`src/design/lssg_pkg.sv`:
```
// ----------------------------------------------------------------------------
// lssg_pkg: shared types and constants of the LED strip segment gradient.
// Holds the request and pixel structs, the precomputed command record and
// the reciprocal table that the pixel datapath uses for exact ramp division.
// ----------------------------------------------------------------------------
package lssg_pkg;

  // Field widths.
  localparam int unsigned CH_W       = 8;
  localparam int unsigned IDX_W      = 6;
  localparam int unsigned BOUND_W    = 7;
  localparam int unsigned NUM_BOUNDS = 6;
  localparam int unsigned NUM_COLORS = 3;
  localparam int unsigned NUM_CH     = 3;
  localparam int unsigned SEG_W      = 3;
  localparam int unsigned CFG_IDX_W  = 3;

  // Default strip length.
  localparam int unsigned STRIP_LEN_DEF = 64;

  // Queue depths; both are powers of two.
  localparam int unsigned CMD_DEPTH = 2;
  localparam int unsigned OUT_DEPTH = 8;
  localparam int unsigned OUT_CNT_W = $clog2(OUT_DEPTH) + 1;

  // Ramp arithmetic: numerators fit in 15 bits, reciprocals are 2^16 / len.
  localparam int unsigned PROD_W      = 15;
  localparam int unsigned RECIP_SHIFT = 16;
  localparam int unsigned RECIP_W     = RECIP_SHIFT + 1;
  localparam int unsigned MUL_W       = PROD_W + RECIP_W;
  localparam int unsigned REM_W       = BOUND_W + 1;
  localparam logic [RECIP_W-1:0] RECIP_ONE = {1'b1, {RECIP_SHIFT{1'b0}}};

  // Configuration register indexes.
  typedef enum logic [CFG_IDX_W-1:0] {
    REG_SOLID_A_END = 3'd0,
    REG_RAMP_AB_END = 3'd1,
    REG_SOLID_B_END = 3'd2,
    REG_RAMP_BC_END = 3'd3,
    REG_SOLID_C_END = 3'd4,
    REG_RAMP_CA_END = 3'd5
  } cfg_reg_e;

  // One request: three RGB colors.
  typedef struct packed {
    logic [CH_W-1:0] a_red;
    logic [CH_W-1:0] a_green;
    logic [CH_W-1:0] a_blue;
    logic [CH_W-1:0] b_red;
    logic [CH_W-1:0] b_green;
    logic [CH_W-1:0] b_blue;
    logic [CH_W-1:0] c_red;
    logic [CH_W-1:0] c_green;
    logic [CH_W-1:0] c_blue;
  } cmd_t;

  // One result pixel.
  typedef struct packed {
    logic [IDX_W-1:0] pixel_index;
    logic [CH_W-1:0]  pix_red;
    logic [CH_W-1:0]  pix_green;
    logic [CH_W-1:0]  pix_blue;
    logic             written;
    logic             last_pixel;
  } pixel_t;

  // A color as channels red, green, blue at indexes 0, 1, 2.
  typedef logic [NUM_CH-1:0][CH_W-1:0] color_t;

  // Direction and size of the channel step of one ramp.
  typedef struct packed {
    logic            neg;
    logic [CH_W-1:0] mag;
  } ramp_t;

  // Classified request handed from the front end to the pixel engine.
  typedef struct packed {
    color_t [NUM_COLORS-1:0]              col;
    ramp_t  [NUM_COLORS-1:0][NUM_CH-1:0]  rmp;
  } job_t;

  typedef logic [NUM_BOUNDS-1:0][BOUND_W-1:0] bounds_t;

  typedef logic [2**BOUND_W-1:0][RECIP_W-1:0] recip_tab_t;

  // Builds floor(2^16 / len) for every segment length by long division.
  function automatic recip_tab_t build_recip();
    recip_tab_t         tab;
    logic [RECIP_W-1:0] quo;
    logic [REM_W-1:0]   rem;
    tab = '0;
    for (int l = 1; l < 2**BOUND_W; l++) begin
      rem = '0;
      quo = '0;
      for (int b = RECIP_W - 1; b >= 0; b--) begin
        rem = {rem[REM_W-2:0], RECIP_ONE[b]};
        if (rem >= REM_W'(l)) begin
          rem    = rem - REM_W'(l);
          quo[b] = 1'b1;
        end
      end
      tab[l] = quo;
    end
    return tab;
  endfunction

  localparam recip_tab_t RECIP_TAB = build_recip();

endpackage

```
`src/design/lssg_fifo.sv`:
```
// ----------------------------------------------------------------------------
// lssg_fifo: small synchronous queue.
// Register storage with a first-word-through read port and an occupancy count.
// ----------------------------------------------------------------------------
module lssg_fifo #(
  parameter int unsigned WIDTH = 8,
  parameter int unsigned DEPTH = 2
) (
  input  logic                       clk_i,
  input  logic                       rst_ni,
  input  logic                       push_i,
  input  logic [WIDTH-1:0]           wdata_i,
  output logic                       full_o,
  input  logic                       pop_i,
  output logic [WIDTH-1:0]           rdata_o,
  output logic                       empty_o,
  output logic [$clog2(DEPTH):0]     count_o
);

  localparam int unsigned PTR_W = $clog2(DEPTH);
  localparam int unsigned CNT_W = PTR_W + 1;

  logic [WIDTH-1:0] mem_q [DEPTH];
  logic [PTR_W-1:0] wr_ptr_q, wr_ptr_d;
  logic [PTR_W-1:0] rd_ptr_q, rd_ptr_d;
  logic [CNT_W-1:0] cnt_q, cnt_d;
  logic             do_push, do_pop;

  assign full_o  = (cnt_q == CNT_W'(DEPTH));
  assign empty_o = (cnt_q == '0);
  assign count_o = cnt_q;
  assign rdata_o = mem_q[rd_ptr_q];

  assign do_push = push_i && !full_o;
  assign do_pop  = pop_i && !empty_o;

  // Pointer and occupancy update.
  always_comb begin
    wr_ptr_d = wr_ptr_q;
    rd_ptr_d = rd_ptr_q;
    cnt_d    = cnt_q;
    if (do_push) begin
      wr_ptr_d = wr_ptr_q + 1'b1;
    end
    if (do_pop) begin
      rd_ptr_d = rd_ptr_q + 1'b1;
    end
    if (do_push && !do_pop) begin
      cnt_d = cnt_q + 1'b1;
    end else if (!do_push && do_pop) begin
      cnt_d = cnt_q - 1'b1;
    end
  end

  always_ff @(posedge clk_i or negedge rst_ni) begin
    if (!rst_ni) begin
      wr_ptr_q <= '0;
      rd_ptr_q <= '0;
      cnt_q    <= '0;
    end else begin
      wr_ptr_q <= wr_ptr_d;
      rd_ptr_q <= rd_ptr_d;
      cnt_q    <= cnt_d;
    end
  end

  // Storage write.
  always_ff @(posedge clk_i) begin
    if (do_push) begin
      mem_q[wr_ptr_q] <= wdata_i;
    end
  end

endmodule

```
`src/design/lssg_front.sv`:
```
// ----------------------------------------------------------------------------
// lssg_front: request intake.
// Accepts a color request, works out the per-channel step of each of the
// three ramps and holds the classified record until the queue takes it.
// ----------------------------------------------------------------------------
module lssg_front import lssg_pkg::*; (
  input  logic clk_i,
  input  logic rst_ni,
  input  logic push_i,
  input  cmd_t item_i,
  output logic full_o,
  output logic job_valid_o,
  output job_t job_o,
  input  logic job_ready_i
);

  logic valid_q, valid_d;
  job_t job_q, job_d;
  logic accept;

  assign full_o      = valid_q && !job_ready_i;
  assign accept      = push_i && !full_o;
  assign job_valid_o = valid_q;
  assign job_o       = job_q;

  // Unpack the colors and classify each ramp channel as rising or falling.
  always_comb begin
    int nxt;
    job_d.col[0] = {item_i.a_blue, item_i.a_green, item_i.a_red};
    job_d.col[1] = {item_i.b_blue, item_i.b_green, item_i.b_red};
    job_d.col[2] = {item_i.c_blue, item_i.c_green, item_i.c_red};
    for (int r = 0; r < NUM_COLORS; r++) begin
      // The last ramp wraps from the third color back to the first.
      nxt = (r == NUM_COLORS - 1) ? 0 : r + 1;
      for (int c = 0; c < NUM_CH; c++) begin
        job_d.rmp[r][c].neg = job_d.col[nxt][c] < job_d.col[r][c];
        job_d.rmp[r][c].mag = job_d.rmp[r][c].neg ?
                              job_d.col[r][c] - job_d.col[nxt][c] :
                              job_d.col[nxt][c] - job_d.col[r][c];
      end
    end
  end

  assign valid_d = accept || (valid_q && !job_ready_i);

  always_ff @(posedge clk_i or negedge rst_ni) begin
    if (!rst_ni) begin
      valid_q <= 1'b0;
    end else begin
      valid_q <= valid_d;
    end
  end

  always_ff @(posedge clk_i) begin
    if (accept) begin
      job_q <= job_d;
    end
  end

endmodule

```
`src/design/lssg_pixel.sv`:
```
// ----------------------------------------------------------------------------
// lssg_pixel: pixel engine.
// Walks the strip one position per cycle for the current request, while the output
// queue has room, and runs each position through a five-stage datapath: segment
// lookup, products, numerator and reciprocal, reciprocal multiply, and remainder correction.
// ----------------------------------------------------------------------------
module lssg_pixel import lssg_pkg::*; #(
  parameter int unsigned STRIP_LEN = STRIP_LEN_DEF
) (
  input  logic                 clk_i,
  input  logic                 rst_ni,
  input  bounds_t              bound_i,
  input  logic                 job_valid_i,
  input  job_t                 job_i,
  output logic                 job_pop_o,
  input  logic [OUT_CNT_W-1:0] fifo_count_i,
  output logic                 px_valid_o,
  output pixel_t               px_o
);

  localparam int unsigned STAGES = 5;
  localparam int unsigned CRED_W = $clog2(OUT_DEPTH + STAGES) + 1;

  // Sequencer state.
  logic             busy_q, busy_d;
  logic [IDX_W-1:0] idx_q, idx_d;
  job_t             job_q;
  logic             issue, is_last, credit_ok;
  logic [STAGES-1:0] stage_v;

  // Only start a position when the output queue has room for everything
  // already in the datapath plus this one.
  assign credit_ok = (CRED_W'(fifo_count_i) + CRED_W'($countones(stage_v)))
                     < CRED_W'(OUT_DEPTH);
  assign issue     = busy_q && credit_ok;
  assign is_last   = (idx_q == IDX_W'(STRIP_LEN - 1));
  assign job_pop_o = job_valid_i && (!busy_q || (issue && is_last));

  always_comb begin
    busy_d = busy_q;
    idx_d  = idx_q;
    if (issue) begin
      idx_d = idx_q + 1'b1;
      if (is_last) begin
        busy_d = 1'b0;
      end
    end
    if (job_pop_o) begin
      busy_d = 1'b1;
      idx_d  = '0;
    end
  end

  always_ff @(posedge clk_i or negedge rst_ni) begin
    if (!rst_ni) begin
      busy_q <= 1'b0;
      idx_q  <= '0;
    end else begin
      busy_q <= busy_d;
      idx_q  <= idx_d;
    end
  end

  always_ff @(posedge clk_i) begin
    if (job_pop_o) begin
      job_q <= job_i;
    end
  end

  // Segment lookup: the first boundary above the position wins.
  logic [SEG_W-1:0]   seg;
  logic               found;
  logic [BOUND_W-1:0] pos, seg_start, seg_end;

  assign pos = BOUND_W'(idx_q);

  always_comb begin
    seg   = '0;
    found = 1'b0;
    for (int j = 0; j < NUM_BOUNDS; j++) begin
      if (pos < bound_i[j] && !found) begin
        seg   = SEG_W'(j);
        found = 1'b1;
      end
    end
  end

  // A ramp starts at the boundary just below its own.
  assign seg_start = bound_i[{seg[SEG_W-1:1], 1'b0}];
  assign seg_end   = bound_i[seg];

  // Stage 1: classification.
  logic                       s1_v;
  logic [IDX_W-1:0]           s1_idx;
  logic                       s1_last, s1_wr, s1_ramp;
  color_t                     s1_col;
  ramp_t [NUM_CH-1:0]         s1_rmp;
  logic [BOUND_W-1:0]         s1_k, s1_len;

  always_ff @(posedge clk_i) begin
    s1_idx  <= idx_q;
    s1_last <= is_last;
    s1_wr   <= found;
    s1_ramp <= seg[0];
    s1_col  <= job_q.col[seg[SEG_W-1:1]];
    s1_rmp  <= job_q.rmp[seg[SEG_W-1:1]];
    s1_k    <= pos - seg_start;
    s1_len  <= seg_end - seg_start;
  end

  // Stage 2: start times length and offset times step.
  logic                       s2_v;
  logic [IDX_W-1:0]           s2_idx;
  logic                       s2_last, s2_wr, s2_ramp;
  color_t                     s2_col;
  logic [BOUND_W-1:0]         s2_len;
  logic [NUM_CH-1:0]          s2_neg;
  logic [NUM_CH-1:0][PROD_W-1:0] s2_sl, s2_km;

  always_ff @(posedge clk_i) begin
    s2_idx  <= s1_idx;
    s2_last <= s1_last;
    s2_wr   <= s1_wr;
    s2_ramp <= s1_ramp;
    s2_col  <= s1_col;
    s2_len  <= s1_len;
    for (int c = 0; c < NUM_CH; c++) begin
      s2_neg[c] <= s1_rmp[c].neg;
      s2_sl[c]  <= PROD_W'(s1_col[c]) * PROD_W'(s1_len);
      s2_km[c]  <= PROD_W'(s1_k) * PROD_W'(s1_rmp[c].mag);
    end
  end

  // Stage 3: numerator, never negative inside a ramp, and the reciprocal.
  logic                       s3_v;
  logic [IDX_W-1:0]           s3_idx;
  logic                       s3_last, s3_wr, s3_ramp;
  color_t                     s3_col;
  logic [BOUND_W-1:0]         s3_len;
  logic [RECIP_W-1:0]         s3_recip;
  logic [NUM_CH-1:0][PROD_W-1:0] s3_num;

  always_ff @(posedge clk_i) begin
    s3_idx   <= s2_idx;
    s3_last  <= s2_last;
    s3_wr    <= s2_wr;
    s3_ramp  <= s2_ramp;
    s3_col   <= s2_col;
    s3_len   <= s2_len;
    s3_recip <= RECIP_TAB[s2_len];
    for (int c = 0; c < NUM_CH; c++) begin
      s3_num[c] <= s2_neg[c] ? s2_sl[c] - s2_km[c] : s2_sl[c] + s2_km[c];
    end
  end

  // Stage 4: quotient estimate, at most one below the true quotient.
  logic                       s4_v;
  logic [IDX_W-1:0]           s4_idx;
  logic                       s4_last, s4_wr, s4_ramp;
  color_t                     s4_col;
  logic [BOUND_W-1:0]         s4_len;
  logic [NUM_CH-1:0][PROD_W-1:0] s4_num;
  logic [NUM_CH-1:0][CH_W-1:0]   s4_qe;
  logic [NUM_CH-1:0][MUL_W-1:0]  prod;

  always_comb begin
    for (int c = 0; c < NUM_CH; c++) begin
      prod[c] = MUL_W'(s3_num[c]) * MUL_W'(s3_recip);
    end
  end

  always_ff @(posedge clk_i) begin
    s4_idx  <= s3_idx;
    s4_last <= s3_last;
    s4_wr   <= s3_wr;
    s4_ramp <= s3_ramp;
    s4_col  <= s3_col;
    s4_len  <= s3_len;
    s4_num  <= s3_num;
    for (int c = 0; c < NUM_CH; c++) begin
      s4_qe[c] <= prod[c][RECIP_SHIFT +: CH_W];
    end
  end

  // Stage 5: correct the estimate from its remainder and pick the color.
  logic                        s5_v;
  pixel_t                      px_q;
  logic [NUM_CH-1:0][PROD_W-1:0] rem;
  logic [NUM_CH-1:0][CH_W-1:0]   chan;

  always_comb begin
    for (int c = 0; c < NUM_CH; c++) begin
      rem[c] = s4_num[c] - PROD_W'(PROD_W'(s4_qe[c]) * PROD_W'(s4_len));
      if (!s4_wr) begin
        chan[c] = '0;
      end else if (s4_ramp) begin
        chan[c] = (rem[c] >= PROD_W'(s4_len)) ? s4_qe[c] + 1'b1 : s4_qe[c];
      end else begin
        chan[c] = s4_col[c];
      end
    end
  end

  always_ff @(posedge clk_i) begin
    px_q.pixel_index <= s4_idx;
    px_q.pix_red     <= chan[0];
    px_q.pix_green   <= chan[1];
    px_q.pix_blue    <= chan[2];
    px_q.written     <= s4_wr;
    px_q.last_pixel  <= s4_last;
  end

  // Stage valid bits.
  always_ff @(posedge clk_i or negedge rst_ni) begin
    if (!rst_ni) begin
      s1_v <= 1'b0;
      s2_v <= 1'b0;
      s3_v <= 1'b0;
      s4_v <= 1'b0;
      s5_v <= 1'b0;
    end else begin
      s1_v <= issue;
      s2_v <= s1_v;
      s3_v <= s2_v;
      s4_v <= s3_v;
      s5_v <= s4_v;
    end
  end

  assign stage_v    = {s5_v, s4_v, s3_v, s2_v, s1_v};
  assign px_valid_o = s5_v;
  assign px_o       = px_q;

endmodule

```
`src/design/led_strip_segment_gradient.sv`:
```
// ----------------------------------------------------------------------------
// led_strip_segment_gradient: six-segment color gradient for an LED strip.
// Each request carries three colors A, B and C; the block answers with one
// pixel per strip position, solid or linearly ramped per the six boundaries.
// ----------------------------------------------------------------------------
// Usage:
//   Requests enter through push/full and are taken when push is high and
//   full is low. Pixels leave through empty/pop in strip order, index 0 to
//   STRIP_LEN-1, the last one marked by last_pixel.
//   The six boundary registers are written through cfg_we_i/cfg_idx_i/
//   cfg_data_i; the user must write them only while no request is in flight,
//   which the block itself does not enforce; indexes past the list are ignored.
//   Throughput: one pixel per cycle while the output queue has room; a request
//   spans STRIP_LEN positions (64 by default) of the pixel engine's position counter.
//   The intake holds the next request and a two-entry queue, so new requests
//   are taken while the current one is still being drawn.
//   Path: a taken request passes the intake register, the request queue and the
//   engine's job register, then the five-stage ramp datapath delivers one a cycle.
//   When the receiver stops popping, the eight-entry output queue fills and
//   the engine pauses; nothing is lost or repeated.
//   Reset clears all boundaries to zero and empties every queue.
// ----------------------------------------------------------------------------
module led_strip_segment_gradient import lssg_pkg::*; #(
  parameter int unsigned STRIP_LEN = STRIP_LEN_DEF
) (
  input  logic                 clk_i,
  input  logic                 rst_ni,
  // Request side.
  input  logic                 push,
  output logic                 full,
  input  cmd_t                 in_item_i,
  // Pixel side.
  output logic                 empty,
  input  logic                 pop,
  output pixel_t               out_item_o,
  // Boundary registers.
  input  logic                 cfg_we_i,
  input  logic [CFG_IDX_W-1:0] cfg_idx_i,
  input  logic [BOUND_W-1:0]   cfg_data_i
);

  // Boundary registers.
  bounds_t bound_q, bound_d;

  always_comb begin
    bound_d = bound_q;
    if (cfg_we_i && cfg_idx_i <= REG_RAMP_CA_END) begin
      bound_d[cfg_idx_i] = cfg_data_i;
    end
  end

  always_ff @(posedge clk_i or negedge rst_ni) begin
    if (!rst_ni) begin
      bound_q <= '0;
    end else begin
      bound_q <= bound_d;
    end
  end

  // Intake and request queue.
  logic job_valid, cmd_full, cmd_empty, job_pop;
  job_t job_front, job_queued;

  lssg_front u_front (
    .clk_i       (clk_i),
    .rst_ni      (rst_ni),
    .push_i      (push),
    .item_i      (in_item_i),
    .full_o      (full),
    .job_valid_o (job_valid),
    .job_o       (job_front),
    .job_ready_i (!cmd_full)
  );

  lssg_fifo #(
    .WIDTH ($bits(job_t)),
    .DEPTH (CMD_DEPTH)
  ) u_cmd_fifo (
    .clk_i   (clk_i),
    .rst_ni  (rst_ni),
    .push_i  (job_valid),
    .wdata_i (job_front),
    .full_o  (cmd_full),
    .pop_i   (job_pop),
    .rdata_o (job_queued),
    .empty_o (cmd_empty),
    .count_o ()
  );

  // Pixel engine.
  logic                 px_valid, out_full;
  pixel_t               px;
  logic [OUT_CNT_W-1:0] out_count;

  lssg_pixel #(
    .STRIP_LEN (STRIP_LEN)
  ) u_pixel (
    .clk_i        (clk_i),
    .rst_ni       (rst_ni),
    .bound_i      (bound_q),
    .job_valid_i  (!cmd_empty),
    .job_i        (job_queued),
    .job_pop_o    (job_pop),
    .fifo_count_i (out_count),
    .px_valid_o   (px_valid),
    .px_o         (px)
  );

  // Output queue.
  lssg_fifo #(
    .WIDTH ($bits(pixel_t)),
    .DEPTH (OUT_DEPTH)
  ) u_out_fifo (
    .clk_i   (clk_i),
    .rst_ni  (rst_ni),
    .push_i  (px_valid),
    .wdata_i (px),
    .full_o  (out_full),
    .pop_i   (pop),
    .rdata_o (out_item_o),
    .empty_o (empty),
    .count_o (out_count)
  );

  // The credit check must keep every finished pixel from meeting a full queue.
  assert property (@(posedge clk_i) disable iff (!rst_ni) px_valid |-> !out_full)
    else $error("pixel arrived at a full output queue");

  // A pixel past the last boundary carries no color.
  assert property (@(posedge clk_i) disable iff (!rst_ni)
    (!empty && !out_item_o.written) |->
      (out_item_o.pix_red == '0 && out_item_o.pix_green == '0 &&
       out_item_o.pix_blue == '0))
    else $error("unwritten pixel carries a color");

  // The end marker sits on the final strip position only.
  assert property (@(posedge clk_i) disable iff (!rst_ni)
    (!empty && out_item_o.last_pixel) |->
      (out_item_o.pixel_index == IDX_W'(STRIP_LEN - 1)))
    else $error("last pixel marker on wrong index");

  // The engine takes a request only from a non-empty queue.
  assert property (@(posedge clk_i) disable iff (!rst_ni)
    job_pop |-> !cmd_empty)
    else $error("request taken from an empty queue");

endmodule

```
`config.mk`:
```
export PLATFORM = sky130hd
export DESIGN_NAME = led_strip_segment_gradient
export DESIGN_NICKNAME = d
export VERILOG_FILES = /design/src/design/lssg_pkg.sv /design/src/design/lssg_fifo.sv /design/src/design/lssg_front.sv /design/src/design/lssg_pixel.sv /design/src/design/led_strip_segment_gradient.sv
export SDC_FILE = /design/constraint.sdc
export NUM_CORES = 2
export LEC_CHECK = 0
export BUFFER_PORTS_ARGS = -buffer_cell sky130_fd_sc_hd__buf_2
export CAP_MARGIN = 5
export CELL_PAD_IN_SITES_DETAIL_PLACEMENT = 0
export CELL_PAD_IN_SITES_GLOBAL_PLACEMENT = 1
export CORE_MARGIN = 3
export CORE_UTILIZATION = 45
export CTS_CLUSTER_SIZE = 20
export DETAILED_ROUTE_END_ITERATION = 8
export GPL_TIMING_DRIVEN = 0
export PLACE_DENSITY = 0.75
export SLEW_MARGIN = 40
export SYNTH_ARGS = -nofsm -noshare
export SYNTH_HDL_FRONTEND = slang
export SYNTH_SLANG_ARGS = --single-unit
export TNS_END_PERCENT = 100
```
`constraint.sdc`:
```
create_clock -name clk_i -period 28.6 [get_ports clk_i]
set_input_delay 2.86 -clock clk_i [delete_from_list [all_inputs] [get_ports clk_i]]
set_output_delay 2.86 -clock clk_i [all_outputs]
set_load 0.01 [all_outputs]
```
==> impl_summary.log <==
[metrics] starting density of the core: between 40% and 50%
[metrics] Final Setup Violations: 0
[metrics] share of layout cells above drive strength 1: under 10%
[metrics] die extent in y: 457 um
[metrics] WP data required: between 20000 and 30000 ps
[metrics] number of buffers inserted by hold repair at cts: 0
[metrics] port bufs: 120
[metrics] clock latency at the later pin of the worst-skew pair: about 790 ps
[metrics] sequential fraction of the synthesis area: about 40%
[metrics] post-synthesis instance area: roughly 92000 um2
[metrics] root cell of the clock tree: sky130_fd_sc_hd__clkbuf_16
[metrics] average detailed-routed wire length per instance: approximately 21 um
[metrics] layer with the highest usage after global routing: met2
[metrics] CP Data Arrival Time: about 8100 ps
[metrics] endpoint class of the critical path: flop
[metrics] critical register-to-register path startpoint: u_pixel.s3_num[23]
[metrics] worst-path maximum fanout: 10
[metrics] Layout Nets: ~10000
[metrics] Mapped Cells: 8065
[metrics] met3 Use GR: under 10%
[metrics] overflow left after global routing: 0
[metrics] portion of netlist area occupied by mux cells: between 5 and 6%
[metrics] launch point of the worst hold path: u_pixel.s3_col[13]
[metrics] Hold Crit Class: reg -> reg
[metrics] largest delay contributor family on the critical path: adder cells
[metrics] total negative slack for setup checks: 0 ps
[metrics] critical path's slowest cell: sky130_fd_sc_hd__clkbuf_1
[metrics] full die area: between 200000 and 250000 um2
[metrics] Tot GR Track Use: between 20% and 30%
[metrics] number of synthesized register bits: 1387
[metrics] Yosys top cell area share: 28.5%
[metrics] worst-margin pin slew: approximately 940 ps
[metrics] max frequency: between 0.1 and 0.15 GHz
[metrics] fill count: between 15000 and 20000
[metrics] placer's final routability congestion estimate: about 0.9
[metrics] worst-case register-to-register setup slack: 21070 ps
[metrics] Critical Path Start Type: flop
[metrics] final HPWL from detailed placement: between 150000 and 200000 um
[metrics] maximum number of buffers from clock root to sink: 3
[metrics] Worst R2R End: u_pixel.s4_qe[15]
[metrics] number of detailed-route iterations in the first pass: 6
[metrics] basic-gate share of the synthesized area counting and, or, nand and nor cells: around a tenth
[metrics] initial antenna violation count: 12
[metrics] number of warnings printed during yosys synthesis: 0
[metrics] Vias: ~59000
[metrics] DRC errors left: 0
[metrics] Post-Route WL: 239000 um
[metrics] via-per-instance ratio: 5.28
[metrics] leading cell type in the layout, fill and taps excluded: sky130_fd_sc_hd__inv_1
[metrics] share of synthesized cell area in full adder, half adder and majority cells: around 28%
[metrics] max-cap check violation count: 0
[metrics] synth-to-layout area growth: 10.8%
[metrics] fin crit share: a little over a quarter
[metrics] end of the worst hold path: u_pixel.s4_col[13]
[metrics] number of DRC violations after detailed-routing iteration 0: 4288
[metrics] ys async rst share: between 4 and 5%
[metrics] met2 Track Usage GR: a little under two fifths
[metrics] Core Box Area: about 200000 um2
[metrics] Crit Path Class: reg -> reg
[metrics] Clk pin slew, worst setup/hold paths: roughly 60 ps
[metrics] Final Skew: 48.8 ps
[metrics] vias in the first global route: approximately 60000
[metrics] H-tree level count: 4
[metrics] Unique masters post-synth: 77
[metrics] combinational family with the most area after synthesis: adder cells
[metrics] clock buffer count from CTS: approximately 140
[metrics] area of the multi-input gates: 49100 um2
[metrics] count of clock tree sinks: ~1400
[metrics] xor and xnor fraction of the mapped netlist area: ~3.4%
[metrics] commonest non-fill, non-tap cells in the layout: sky130_fd_sc_hd__inv_1 (1196), sky130_fd_sc_hd__edfxtp_1 (868), sky130_fd_sc_hd__fa_1 (824), sky130_fd_sc_hd__nand2_1 (765), sky130_fd_sc_hd__ha_1 (744)
[metrics] unrepaired setup endpoints after global routing: no
[metrics] worst relative slew slack: a little under two fifths
[metrics] total area of sequential cells: between 30000 and 40000 um2
[metrics] clock tree from TritonCTS: done
[metrics] Area contributors post-synth: sky130_fd_sc_hd__edfxtp_1 (28%), sky130_fd_sc_hd__fa_1 (18%), sky130_fd_sc_hd__ha_1 (10%)
[metrics] number of ports placed on the die boundary: approximately 120
[metrics] Top FF cell, synth: sky130_fd_sc_hd__edfxtp_1
[metrics] synthesized area divided by synthesized cell count: around 11 um2
[metrics] net count after synthesis: 9720
[metrics] final count of pins violating max slew: 0
[metrics] Stages on worst setup path: 21
[metrics] Period minus WS final: 7530 ps
[metrics] Critical path buffers and inverters: 5
[metrics] final hold vios: 0
[metrics] Cells on Worst Hold Path: 0
[metrics] Post-CTS Setup Bufs: 0
[metrics] post-cts repair resize count: 0
[metrics] Cell Rows: around 160
[metrics] cell depth of the worst flop-to-flop path: 21
[metrics] CP most frequent cell: sky130_fd_sc_hd__fa_1
[metrics] EDFF count, synth: about 870
[metrics] result of the run: finished clean
[metrics] post-route ant nets: 0
[metrics] list of cells traversed by the critical path: clkbuf_1, clkbuf_1, nand2_1, fa_1, fa_1, inv_1, fa_1, fa_1, fa_1, inv_1, fa_1, inv_1, ha_1, a21o_1, a21o_1, a21oi_1, o21ai_0, a211oi_1, a21oi_1, a21oi_1, xnor2_1
[metrics] cell accounting for the most synthesized area: sky130_fd_sc_hd__edfxtp_1
[metrics] delay contributed by the slowest stage of the critical path: roughly 670 ps
[metrics] share of the synthesized area in compound gates (AO/OA/AOI/OAI): between 6 and 7%
[metrics] maximum number of pins on one net before global-route repair: between 50 and 60
[metrics] met1 capacity usage during global routing: 31.2%
[metrics] die width: about 460 um
[metrics] global-route wire length before repair: ~370000 um
## worst reg2reg max path, cell delays in order, from the launching register on
cell,delay (ps)
sky130_fd_sc_hd__dfxtp_1,540
sky130_fd_sc_hd__clkbuf_1,680
sky130_fd_sc_hd__clkbuf_1,520
sky130_fd_sc_hd__nand2_1,150
sky130_fd_sc_hd__fa_1,500
sky130_fd_sc_hd__fa_1,530
sky130_fd_sc_hd__inv_1,60
sky130_fd_sc_hd__fa_1,560
sky130_fd_sc_hd__fa_1,430
sky130_fd_sc_hd__fa_1,490
sky130_fd_sc_hd__inv_1,50
sky130_fd_sc_hd__fa_1,470
sky130_fd_sc_hd__inv_1,40
sky130_fd_sc_hd__ha_1,310
sky130_fd_sc_hd__a21o_1,190
sky130_fd_sc_hd__a21o_1,180
sky130_fd_sc_hd__a21oi_1,140
sky130_fd_sc_hd__o21ai_0,200
sky130_fd_sc_hd__a211oi_1,620
sky130_fd_sc_hd__a21oi_1,210
sky130_fd_sc_hd__a21oi_1,210
sky130_fd_sc_hd__xnor2_1,300
## per-layer routing
metal  vias up  share of wire [%]
li1      27200                  -
met3       416                5.3
met2      1637                 47
met4         0                4.0
met1     29700                 43
met5         -                  0
## synthesized netlist by cell type (67+ instances only)
| master | number |
|---|---|
| sky130_fd_sc_hd__a21oi_1 | 297 |
| sky130_fd_sc_hd__and2_1 | 573 |
| sky130_fd_sc_hd__clkbuf_1 | 265 |
| sky130_fd_sc_hd__dfrtp_1 | 69 |
| sky130_fd_sc_hd__dfxtp_1 | 450 |
| sky130_fd_sc_hd__edfxtp_1 | 868 |
| sky130_fd_sc_hd__fa_1 | 824 |
| sky130_fd_sc_hd__ha_1 | 744 |
| sky130_fd_sc_hd__inv_1 | 1196 |
| sky130_fd_sc_hd__mux2_2 | 215 |
| sky130_fd_sc_hd__mux2i_1 | 105 |
| sky130_fd_sc_hd__mux4_2 | 67 |
| sky130_fd_sc_hd__nand2_1 | 765 |
| sky130_fd_sc_hd__nor2_1 | 292 |
| sky130_fd_sc_hd__nor2b_1 | 80 |
| sky130_fd_sc_hd__nor3_1 | 77 |
| sky130_fd_sc_hd__o21ai_0 | 211 |
| sky130_fd_sc_hd__xnor2_1 | 264 |
| sky130_fd_sc_hd__xor2_1 | 90 |
## worst max-delay path by stage
stage / startpoint / to / slack (ps)
CTS: u_pixel.s3_num[23] / u_pixel.s4_qe[15] / 21070
detailed placement: u_pixel.s3_num[22] / u_pixel.s4_qe[15] / 21090
global route: u_pixel.s3_num[23] / u_pixel.s4_qe[15] / 20810
floorplan: u_pixel.s2_v / u_cmd_fifo.count_o[1] / 17600
finish: u_pixel.s3_num[23] / u_pixel.s4_qe[15] / 21070
global placement: u_pixel.s2_v / u_cmd_fifo.count_o[1] / 13060
## cell type report
type / instances / area share [%]
tap: 2656 / 3.28
sequential: 1387 / 36.3
inverter: 1196 / 4.43
antenna: 6 / 0.0148
clock inverter: 80 / 0.988
multi-input combinational: 5174 / 48.4
buffer: 308 / 1.25
timing repair buffer: 202 / 1.54
clock buffer: 179 / 3.79
## sequential cells by signal (all words and copies together) (netlist names), 17 cells and up
name              count
u_pixel.s4_qe        24
u_pixel.s2_km        45
bound_q              42
u_pixel.s1_rmp       27
u_pixel.s2_sl        45
u_cmd_fifo.mem_q    306
u_pixel.s1_col       24
u_pixel.s3_col       24
u_front.job_o       153
u_pixel.s3_recip     17
u_pixel.s2_col       24
u_pixel.job_q       153
u_pixel.s4_num       45
u_pixel.px_o         32
u_out_fifo.mem_q    256
u_pixel.s4_col       24
u_pixel.s3_num       45
## logic make-up (layout without fill, tap and decap cells)
family,Yosys count,in the layout
compound gates,907,907
xor+xnor,354,354
fa+ha+maj,1568,1568
buf+inv,1504,1965
flops,1387,1387
mux,387,387
other cells,0,6
simple gates,1958,1958
## metrics by stage
stage	hold slack [ps]	setup WS, ps	utilization (%)	instance area (um2)	instances
after CTS	316	21070	50.4	101000	11200
after floorplan	310	17600	-	91600	8065
after global routing	328	20810	50.4	101000	11200
after detailed placement	312	21090	48.0	96600	10900
after global placement	310	13060	47.5	95500	10800
final	322	21070	50.4	101000	11200
Power is not shown: default switching activity piles up to over one toggle a cycle in this logic, so the estimate is an artifact.
